===== src/qts_pkg.sv =====
package qts_pkg;

    localparam int SPACE_COUNT_BITS = 8;
    localparam int SPACE_REG_BITS   = (SPACE_COUNT_BITS > 8) ? 8 : SPACE_COUNT_BITS;
    localparam logic [SPACE_REG_BITS-1:0] SPACE_LIMIT = {SPACE_REG_BITS{1'b1}};

    localparam logic [7:0] CHAR_QUOTE  = 8'h22;
    localparam logic [7:0] CHAR_COMMA  = 8'h2c;
    localparam logic [7:0] CHAR_COLON  = 8'h3a;
    localparam logic [7:0] CHAR_EQUALS = 8'h3d;
    localparam logic [7:0] CHAR_LBRACE = 8'h7b;
    localparam logic [7:0] CHAR_RBRACE = 8'h7d;
    localparam logic [7:0] CHAR_SPACE  = 8'h20;
    localparam logic [7:0] CHAR_TAB    = 8'h09;

    typedef struct packed {
        logic [7:0] char_in;
        logic       string_last;
    } qts_in_t;

    typedef struct packed {
        logic [7:0] space_run;
        logic       has_char;
        logic [7:0] char_out;
        logic       token_end;
    } qts_out_t;

    typedef struct packed {
        logic                      in_quotes;
        logic                      token_started;
        logic [SPACE_REG_BITS-1:0] pending_spaces;
    } qts_state_t;

endpackage


===== src/quoted_token_splitter.sv =====
// quoted_token_splitter: splits a byte stream into tokens
// s_ channel: one byte per transfer (char_in) with string_last on the final
//   byte of each string
// m_ channel: zero or one result per byte: withheld space count, optional
//   token character and a token end mark
// cfg channel: writes brace_mode (reset 1); always ready, write only while idle
// path: the byte sits in the input register, then its result loads into
//   the result register
// throughput: one byte per cycle when not stalled by the receiver, set by
//   the single pass of classification logic between input and result registers
// a byte that yields no result is dropped from the input register without
//   waiting on the result register
// receiver stall: the result register holds; the input register fills and
//   then s_ready falls until m_ready returns
// reset (aresetn low, synchronous): both registers empty, quote mode,
//   token state and pending spaces cleared, brace_mode set
module quoted_token_splitter (
    input  logic              aclk,
    input  logic              aresetn,
    input  logic              s_valid,
    output logic              s_ready,
    input  qts_pkg::qts_in_t  s_data,
    output logic              m_valid,
    input  logic              m_ready,
    output qts_pkg::qts_out_t m_data,
    input  logic              cfg_valid,
    output logic              cfg_ready,
    input  logic              cfg_data
);
    import qts_pkg::*;

    qts_in_t    in_reg;
    logic       in_valid_reg;
    qts_out_t   out_reg;
    logic       out_valid_reg;
    qts_state_t state_reg;
    logic       brace_mode_reg;

    qts_out_t   result;
    logic       emit;
    qts_state_t state_next;
    logic       advance;
    logic       out_free;

    qts_step u_step (
        .item       (in_reg),
        .state      (state_reg),
        .brace_mode (brace_mode_reg),
        .result     (result),
        .emit       (emit),
        .state_next (state_next)
    );

    assign out_free  = !out_valid_reg || m_ready;
    assign advance   = in_valid_reg && (out_free || !emit);
    assign s_ready   = !in_valid_reg || advance;
    assign m_valid   = out_valid_reg;
    assign m_data    = out_reg;
    assign cfg_ready = 1'b1;

    always_ff @(posedge aclk) begin
        if (!aresetn) begin
            in_valid_reg   <= 1'b0;
            out_valid_reg  <= 1'b0;
            state_reg      <= '0;
            brace_mode_reg <= 1'b1;
        end else begin
            if (cfg_valid) begin
                brace_mode_reg <= cfg_data;
            end
            if (s_ready) begin
                in_valid_reg <= s_valid;
            end
            if (advance) begin
                state_reg <= state_next;
            end
            if (advance && emit) begin
                out_valid_reg <= 1'b1;
            end else if (m_ready) begin
                out_valid_reg <= 1'b0;
            end
        end
    end

    // payload registers
    always_ff @(posedge aclk) begin
        if (s_valid && s_ready) begin
            in_reg <= s_data;
        end
        if (advance && emit) begin
            out_reg <= result;
        end
    end

endmodule


===== src/qts_step.sv =====
module qts_step (
    input  qts_pkg::qts_in_t    item,
    input  qts_pkg::qts_state_t state,
    input  logic                brace_mode,
    output qts_pkg::qts_out_t   result,
    output logic                emit,
    output qts_pkg::qts_state_t state_next
);
    import qts_pkg::*;

    logic is_quote;
    logic is_delim;

    always_comb begin
        is_quote = (item.char_in == CHAR_QUOTE);
        is_delim = is_quote;
        if (!state.in_quotes) begin
            if (item.char_in == CHAR_COMMA || item.char_in == CHAR_COLON ||
                item.char_in == CHAR_EQUALS) begin
                is_delim = 1'b1;
            end
            if (brace_mode &&
                (item.char_in == CHAR_LBRACE || item.char_in == CHAR_RBRACE)) begin
                is_delim = 1'b1;
            end
        end
    end

    always_comb begin
        result     = '0;
        emit       = 1'b0;
        state_next = state;
        if (is_delim) begin
            if (state.token_started) begin
                result.token_end = 1'b1;
                emit             = 1'b1;
            end
            if (is_quote) begin
                state_next.in_quotes = ~state.in_quotes;
            end
            state_next.token_started  = 1'b0;
            state_next.pending_spaces = '0;
        end else if (item.char_in == CHAR_SPACE) begin
            if (state.token_started && state.pending_spaces != SPACE_LIMIT) begin
                state_next.pending_spaces = state.pending_spaces + 1'b1;
            end
            if (item.string_last && state.token_started) begin
                result.token_end = 1'b1;
                emit             = 1'b1;
            end
        end else if (item.char_in == CHAR_TAB && !state.token_started) begin
            // leading tab dropped
        end else begin
            result.space_run          = 8'(state.pending_spaces);
            result.has_char           = 1'b1;
            result.char_out           = item.char_in;
            result.token_end          = item.string_last;
            emit                      = 1'b1;
            state_next.token_started  = 1'b1;
            state_next.pending_spaces = '0;
        end
        if (item.string_last) begin
            state_next = '0;
        end
    end

endmodule

===== config.mk =====
export PLATFORM = sky130hd
export DESIGN_NAME = quoted_token_splitter
export DESIGN_NICKNAME = d
export VERILOG_FILES = /design/src/qts_pkg.sv /design/src/quoted_token_splitter.sv /design/src/qts_step.sv
export SDC_FILE = /design/constraint.sdc
export NUM_CORES = 1
export LEC_CHECK = 0
export BUFFER_PORTS_ARGS = -buffer_cell sky130_fd_sc_hd__buf_2
export CORE_AREA = 2 2 87 89
export DETAILED_ROUTE_END_ITERATION = 8
export DIE_AREA = 0 0 89 91
export SLEW_MARGIN = 10
export SYNTH_ARGS = -nofsm -noshare
export SYNTH_HDL_FRONTEND = slang
export SYNTH_HIERARCHICAL = 1
export SYNTH_SLANG_ARGS = --single-unit

===== constraint.sdc =====
create_clock -name aclk -period 2.7 [get_ports aclk]
set_clock_uncertainty 0.05 [all_clocks]
set_input_delay 0.405 -clock aclk [delete_from_list [all_inputs] [get_ports aclk]]
set_output_delay 0.405 -clock aclk [all_outputs]
set_load 0.05 [all_outputs]

==> results of run 1 <==
area by class of cell:
type                    instances  area, µm²
multi-input cells             130        867
repair buffers                 56        345
inverters                       4       15.0
clock buffers                   6       93.8
clock inverters                 2       12.5
flip-flops and latches         40       1070
well taps                      99        124
fillers                       762       4610
report_power, final:
| part | switching [mW] | leakage, nW | internal [mW] | total, mW |
|---|---|---|---|---|
| Clock | 0.222 | 0.0523 | 0.236 | 0.458 |
| Combinational | 0.107 | 0.558 | 0.0542 | 0.161 |
| Sequential | 0.00859 | 0.355 | 0.680 | 0.688 |
| Total | 0.338 | 0.966 | 0.970 | 1.31 |
worst paths after layout:
| check | start | cells after the start | slack [ns] | to |
|---|---|---|---|---|
| min reg2reg | in_reg[8]$_DFFE_PP_ | 0 | 0.44 | m_data[8]$_DFFE_PP_ |
| max reg2reg | in_reg[7]$_DFFE_PP_ | 7 | 0.11 | state_reg[7]$_SDFFE_PN0P_ |
| min | s_data[0] | 1 | 0.23 | in_reg[0]$_DFFE_PP_ |
| max | in_reg[7]$_DFFE_PP_ | 8 | 0.01 | s_ready |
per-layer routing:
metal / wire length (µm) / GRT usage (%) / share of wire (%) / up-vias
li1: - / - / - / 769
met2: 1860 / 16.0 / 46 / 39
met3: 188 / 2.36 / 4.7 / 4
met1: 1930 / 13.9 / 48 / 688
met4: 49 / 4.10 / 1.2 / 0
met5: 0 / 0 / 0 / -
cell usage after synthesis, drive strengths merged (2+ instances only):
library cell and count:
o21ai 3, or4 2, nand2 32, a311oi 2, nor3 4, mux2i 12
or4bb 2, nor2b 4, nand2b 4, nand3 2, buf 5, o21a 2
inv 4, and2 8, and3 11, nand3b 3, a21oi 8, nand4 3
a21boi 2, nor2 8, dfxtp 13, a211oi 3, clkbuf 5, edfxtp 27
nor4 3
stage by stage:
stage               utilization [%]  setup slack [ns]  total power, mW  instances
floorplan                         -            0.0232            0.815        184
global placement               32.7            0.0461            0.855        322
finish                         35.4            0.0140             1.31        337
global route                   35.4           -0.0600             1.36        337
detailed placement             32.7            0.0137            0.856        322
CTS                            35.2           0.00711             1.32        335
cells by family after synthesis:
| family | share of synthesized area, % |
|---|---|
| AOI/OAI and AO/OA | 8.88 |
| and+or+nand+nor | 24.7 |
| buffers and inverters | 4.06 |
| adders and majority gates | 0.634 |
| xor gates and xnor gates | 0.444 |
| muxes | 6.85 |
| other | 0.190 |
| DFF | 54.3 |
timing repair:
| action | 4_1_cts | 5_1_grt |
|---|---|---|
| buffers inserted | 5 | 2 |
| resized for setup | 9 | 0 |
| hold buffers | 0 | 0 |
| cloned | 0 | 0 |
| setup endpoints to repair | 2 | 2 |
| pin swaps | 5 | 3 |
==> summary.md, run 1 <==
| Metric | Value |
|---|---|
| Starting DRT DRC Count | `132` |
| Largest net degree at the start of global routing | `24` |
| Async S/R FF share, synth | `0%` |
| First-pass GRT wire length | `6.60 mm` |
| Clk buf depth | `2` |
| Fin crit period | `2.69 ns` |
| Unrepaired setup endpoints after global routing | `yes` |
| Placer's final routability congestion estimate | `0.842` |
| Post-route ant nets | `0` |
| Worst vdd ir | `0.186 mV` |
| Input/output buffers | `34` |
| Routed WL | `4.02 mm` |
| Per-cell routed wire length | `11.9 µm` |
| Number of diodes | `0` |
| Post-synth top flop | `edfxtp_1` |
| Top cell type's share of synthesized area | `41.1%` |
| Global-route usage over all layers | `10.4%` |
| Synth Instances | `184` |
| Setup CP Type | `flip-flop to primary output` |
| Crit. End Element | `primary output` |
| CP max-delay cell | `or4_4` |
| Post-synthesis sequential area ratio | `54.3%` |
| Yosys top cell by area | `edfxtp_1` |
| Final hold vios | `0` |
| Worst Path Buf+Inv | `1` |
| Yosys reg bits | `40` |
| Worst-Skew Late Latency | `0.29 ns` |
| Number of synthesized flops with an enable pin | `27` |
| FMAX | `372 MHz` |
| Sink Count | `40` |
| Mapped Area | `1970 µm²` |
| PD cells | `517 nW/µm²` |
| Via density per instance | `4.45` |
| Distinct cells, synth | `45` |
| Crit start category | `flip-flop` |
| Worst-path clk slew | `0.08 ns` |
| Most frequent cells in the layout | `buf_2 (33), nand2_1 (31), edfxtp_1 (27)` |
| CTS tree | `yes` |
| Die area | `8100 µm²` |
| Core ar. | `7140 µm²` |
| Number of global-route vias before repair | `1435` |
| Chip Width | `89 µm` |
| DRT Pass-1 Iters | `4` |
| Top cell by count, worst path | `and2_4` |
| Max-cap violations | `0` |
| Min Hold Slack | `0.229 ns` |
| Critical-path maximum fanout | `4` |
| Root Driver | `clkbuf_8` |
| Syn_nets | `200` |
| Post-DP Area | `2330 µm²` |
| HP Class | `input pin to flip-flop` |
| Die Span Y | `91 µm` |
| CP delay by family, top | `simple AND/OR/NAND/NOR gates` |
| CP required | `2.25 ns` |
| Starting Density | `27.6%` |
| Initial antenna violation count | `0` |
| Count of final setup violators | `0` |
| Max stage delay on crit path | `0.59 ns` |
| Syn avg cell area | `10.7 µm²` |
| Yosys warning count | `6` |
| Grt total ovfl | `0` |
| Setup_tns | `0 ns` |
| Ports | `36` |
| Part of the cycle the worst path needs | `99.5%` |
| Synth-to-Final Area Change | `28.2%` |
| Fin. max-slew vios | `0` |
| Most common cell after layout, fill and taps aside | `buf_2` |
| Std cell rows | `31` |
| Pleak | `0.966 nW` |
| Cell Chain, Critical Path | `or4_4 -> nor3_4 -> a21oi_2 -> and2_4 -> a21o_1 -> and2_4 -> nand2_4 -> buf_8` |
| Status | `completed` |
| Share of post-route cells with drive strength above 1 | `33.6%` |
| CTS buffer count | `5` |
| Design area | `2530 µm²` |
| Hpwl dp | `2.87 mm` |
| CTS H-tree depth | `2` |
| Final #Nets | `253` |
| Max reg flops | `18` |
| Crit path DAT | `2.23 ns` |
| DRC violations left | `0` |
| Synth top area cells | `edfxtp_1 (41%), dfxtp_1 (13%), mux2i_1 (6.1%)` |
| Via count | `1500` |
(Power assumes the default switching activity.)
==> run 2: changes to the inputs <==
--- a/config.mk
+++ b/config.mk
@@ -9,6 +9,7 @@
 export CORE_AREA = 2 2 87 89
 export DETAILED_ROUTE_END_ITERATION = 8
 export DIE_AREA = 0 0 89 91
+export PLACE_DENSITY = 0.54
 export SLEW_MARGIN = 10
 export SYNTH_ARGS = -nofsm -noshare
 export SYNTH_HDL_FRONTEND = slang
==> run 2 against run 1 <==
Net effect:
- die area stayed put
- critical endpoint unchanged
- clock power fell by 1%
- sequential share of layout area grew 0.063 points
- register-to-register slack worse by 0.08 ns
- critical path type unchanged
- largest cell class unchanged
==> summary.md, run 2 (synthesis gave the netlist of run 1 again) <==
| Metric | Value |
|---|---|
| Worst-Skew Late Latency | `0.29 ns` |
| First-pass GRT wire length | `6.71 mm` |
| FF-to-FF End | `state_reg[7]$_SDFFE_PN0P_` |
| Final hold vios | `0` |
| CTS H-tree depth | `2` |
| Status | `completed` |
| CP required | `2.25 ns` |
| DRC violations left | `0` |
| Via density per instance | `4.51` |
| FMAX | `375 MHz` |
| Met1 GRT Util | `15.1%` |
| Crit start category | `flip-flop` |
| Chip Width | `89 µm` |
| Reg area | `1070 µm²` |
| Initial antenna violation count | `0` |
| Post-DP Area | `2350 µm²` |
| PD cells | `517 nW/µm²` |
| Worst reg2reg path depth | `7` |
| Multi-input gate area | `871 µm²` |
| Core ar. | `7140 µm²` |
| Pleak | `0.961 nW` |
| DRT Pass-1 Iters | `5` |
| Total power | `1.30 mW` |
| Design area | `2520 µm²` |
| Most frequent cells in the layout | `buf_2 (33), nand2_1 (31), edfxtp_1 (27)` |
| Number of diodes | `0` |
| Max reg flops | `18` |
| Worst r2r src | `in_reg[7]$_DFFE_PP_` |
| Fin. max-slew vios | `0` |
| HP Class | `input pin to flip-flop` |
| Sw Pwr | `0.334 mW` |
| Cell Chain, Critical Path | `or4_4 -> nor3_4 -> a21oi_2 -> and2_4 -> a21o_1 -> and2_4 -> nand2_4 -> buf_8` |
| Std cell rows | `31` |
| GRT met2 Usage | `15.4%` |
| Die area | `8100 µm²` |
| Sink Count | `40` |
| CTS tree | `yes` |
| CP max-delay cell | `or4_4` |
| Per-cell routed wire length | `12.4 µm` |
| Ports | `36` |
| Part of the cycle the worst path needs | `98.7%` |
| Max-cap violations | `0` |
| Worst Path Buf+Inv | `1` |
| Max stage delay on crit path | `0.59 ns` |
| Place WS | `0.00873 ns` |
| CP delay by family, top | `simple AND/OR/NAND/NOR gates` |
| Grt total ovfl | `0` |
| Final #Nets | `252` |
| Share of post-route cells with drive strength above 1 | `33.8%` |
| Global-route usage over all layers | `10.6%` |
| Most common cell after layout, fill and taps aside | `buf_2` |
| Crit path launch | `in_reg[7]$_DFFE_PP_` |
| Pint | `0.970 mW` |
| Synth-to-Final Area Change | `28.0%` |
| End of the critical path | `s_ready` |
| Via count | `1514` |
| Clock power frac | `34.7%` |
| Fin crit period | `2.67 ns` |
| Post-route ant nets | `0` |
| Top cell by count, worst path | `and2_4` |
| Unrepaired setup endpoints after global routing | `yes` |
| Critical path depth in cells | `8` |
| Setup slack, reg-to-reg | `0.03 ns` |
| Switching share of power | `25.6%` |
| CTS buffer count | `5` |
| Final WS setup | `0.0349 ns` |
| Critical-path maximum fanout | `4` |
| Starting DRT DRC Count | `115` |
| GR peak layer | `met2` |
| Setup_tns | `0 ns` |
| Crit. End Element | `primary output` |
| Worst vdd ir | `0.164 mV` |
| Routed WL | `4.17 mm` |
| Starting Density | `27.6%` |
| Placer's final routability congestion estimate | `0.761` |
| Depth of the worst hold-timing path | `1` |
| Setup CP Type | `flip-flop to primary output` |
| Root Driver | `clkbuf_8` |
| Clk buf depth | `2` |
| Met3 GRT Util | `2.55%` |
| Sequential Power Share | `52.8%` |
| Fin util | `35.4%` |
| Number of global-route vias before repair | `1379` |
| Fillers | `764` |
| Input/output buffers | `34` |
| Comb power frac | `12.4%` |
| Count of final setup violators | `0` |
| Worst-path clk slew | `0.08 ns` |
| Largest net degree at the start of global routing | `24` |
| Crit path DAT | `2.21 ns` |
| Die Span Y | `91 µm` |
| Hpwl dp | `2.91 mm` |
[run 2: per-stage QoR]
step	instances	hold WS (ns)
finish	336	0.236
global route	336	0.219
CTS	334	0.231
detailed placement	324	0.414
global placement	324	0.406
floorplan	184	0.390
[run 2: final cells by class]
| class | count | area share, % |
|---|---|---|
| Sequential cell | 40 | 42.4 |
| Multi-Input combinational cell | 130 | 34.5 |
| Timing Repair Buffer | 55 | 13.4 |
| Tap cell | 99 | 4.91 |
| Clock buffer | 6 | 3.72 |
| Inverter | 4 | 0.595 |
| Clock inverter | 2 | 0.496 |
[run 2: power groups by stage]
stage | Combinational [mW] | Clock, mW | Sequential (mW)
5_1_grt | 0.173 | 0.491 | 0.692
4_1_cts | 0.160 | 0.464 | 0.689
3_5_place_dp | 0.155 | 0 | 0.703
3_3_place_gp | 0.154 | 0 | 0.703
6_report | 0.162 | 0.453 | 0.689
2_1_floorplan | 0.0621 | 0 | 0.753
[run 2: repair_timing]
item | 4_1_cts | 5_1_grt
pin swaps | 5 | 2
setup buffers | 2 | 2
resized for setup | 9 | 1
endpoints found under the setup margin | 2 | 2
hold buffers | 0 | 0
[run 2: worst min path at each step]
stage	slack (ns)	startpoint	endpoint
2_1_floorplan	0.39	brace_mode_reg$_SDFFE_PN1P_	brace_mode_reg$_SDFFE_PN1P_
3_3_place_gp	0.41	in_reg[8]$_DFFE_PP_	m_data[8]$_DFFE_PP_
3_5_place_dp	0.41	in_reg[8]$_DFFE_PP_	m_data[8]$_DFFE_PP_
4_1_cts	0.23	s_data[5]	in_reg[5]$_DFFE_PP_
5_1_grt	0.22	s_data[4]	in_reg[4]$_DFFE_PP_
6_report	0.24	s_data[4]	in_reg[4]$_DFFE_PP_
[run 2: metal layers]
metal	up-vias	wire length, µm
li1	772	-
met1	706	2080
met2	32	1880
met3	4	139
met4	0	66
met5	-	0
[run 2: worst register-to-register path, stage by stage, from the launching register on]
cell      delay (ns)
edfxtp_1        0.39
or4_4           0.59
or4_4           0.51
or4b_4          0.50
mux2_4          0.31
nor2_2          0.07
nand2_1         0.05
mux2i_1         0.13
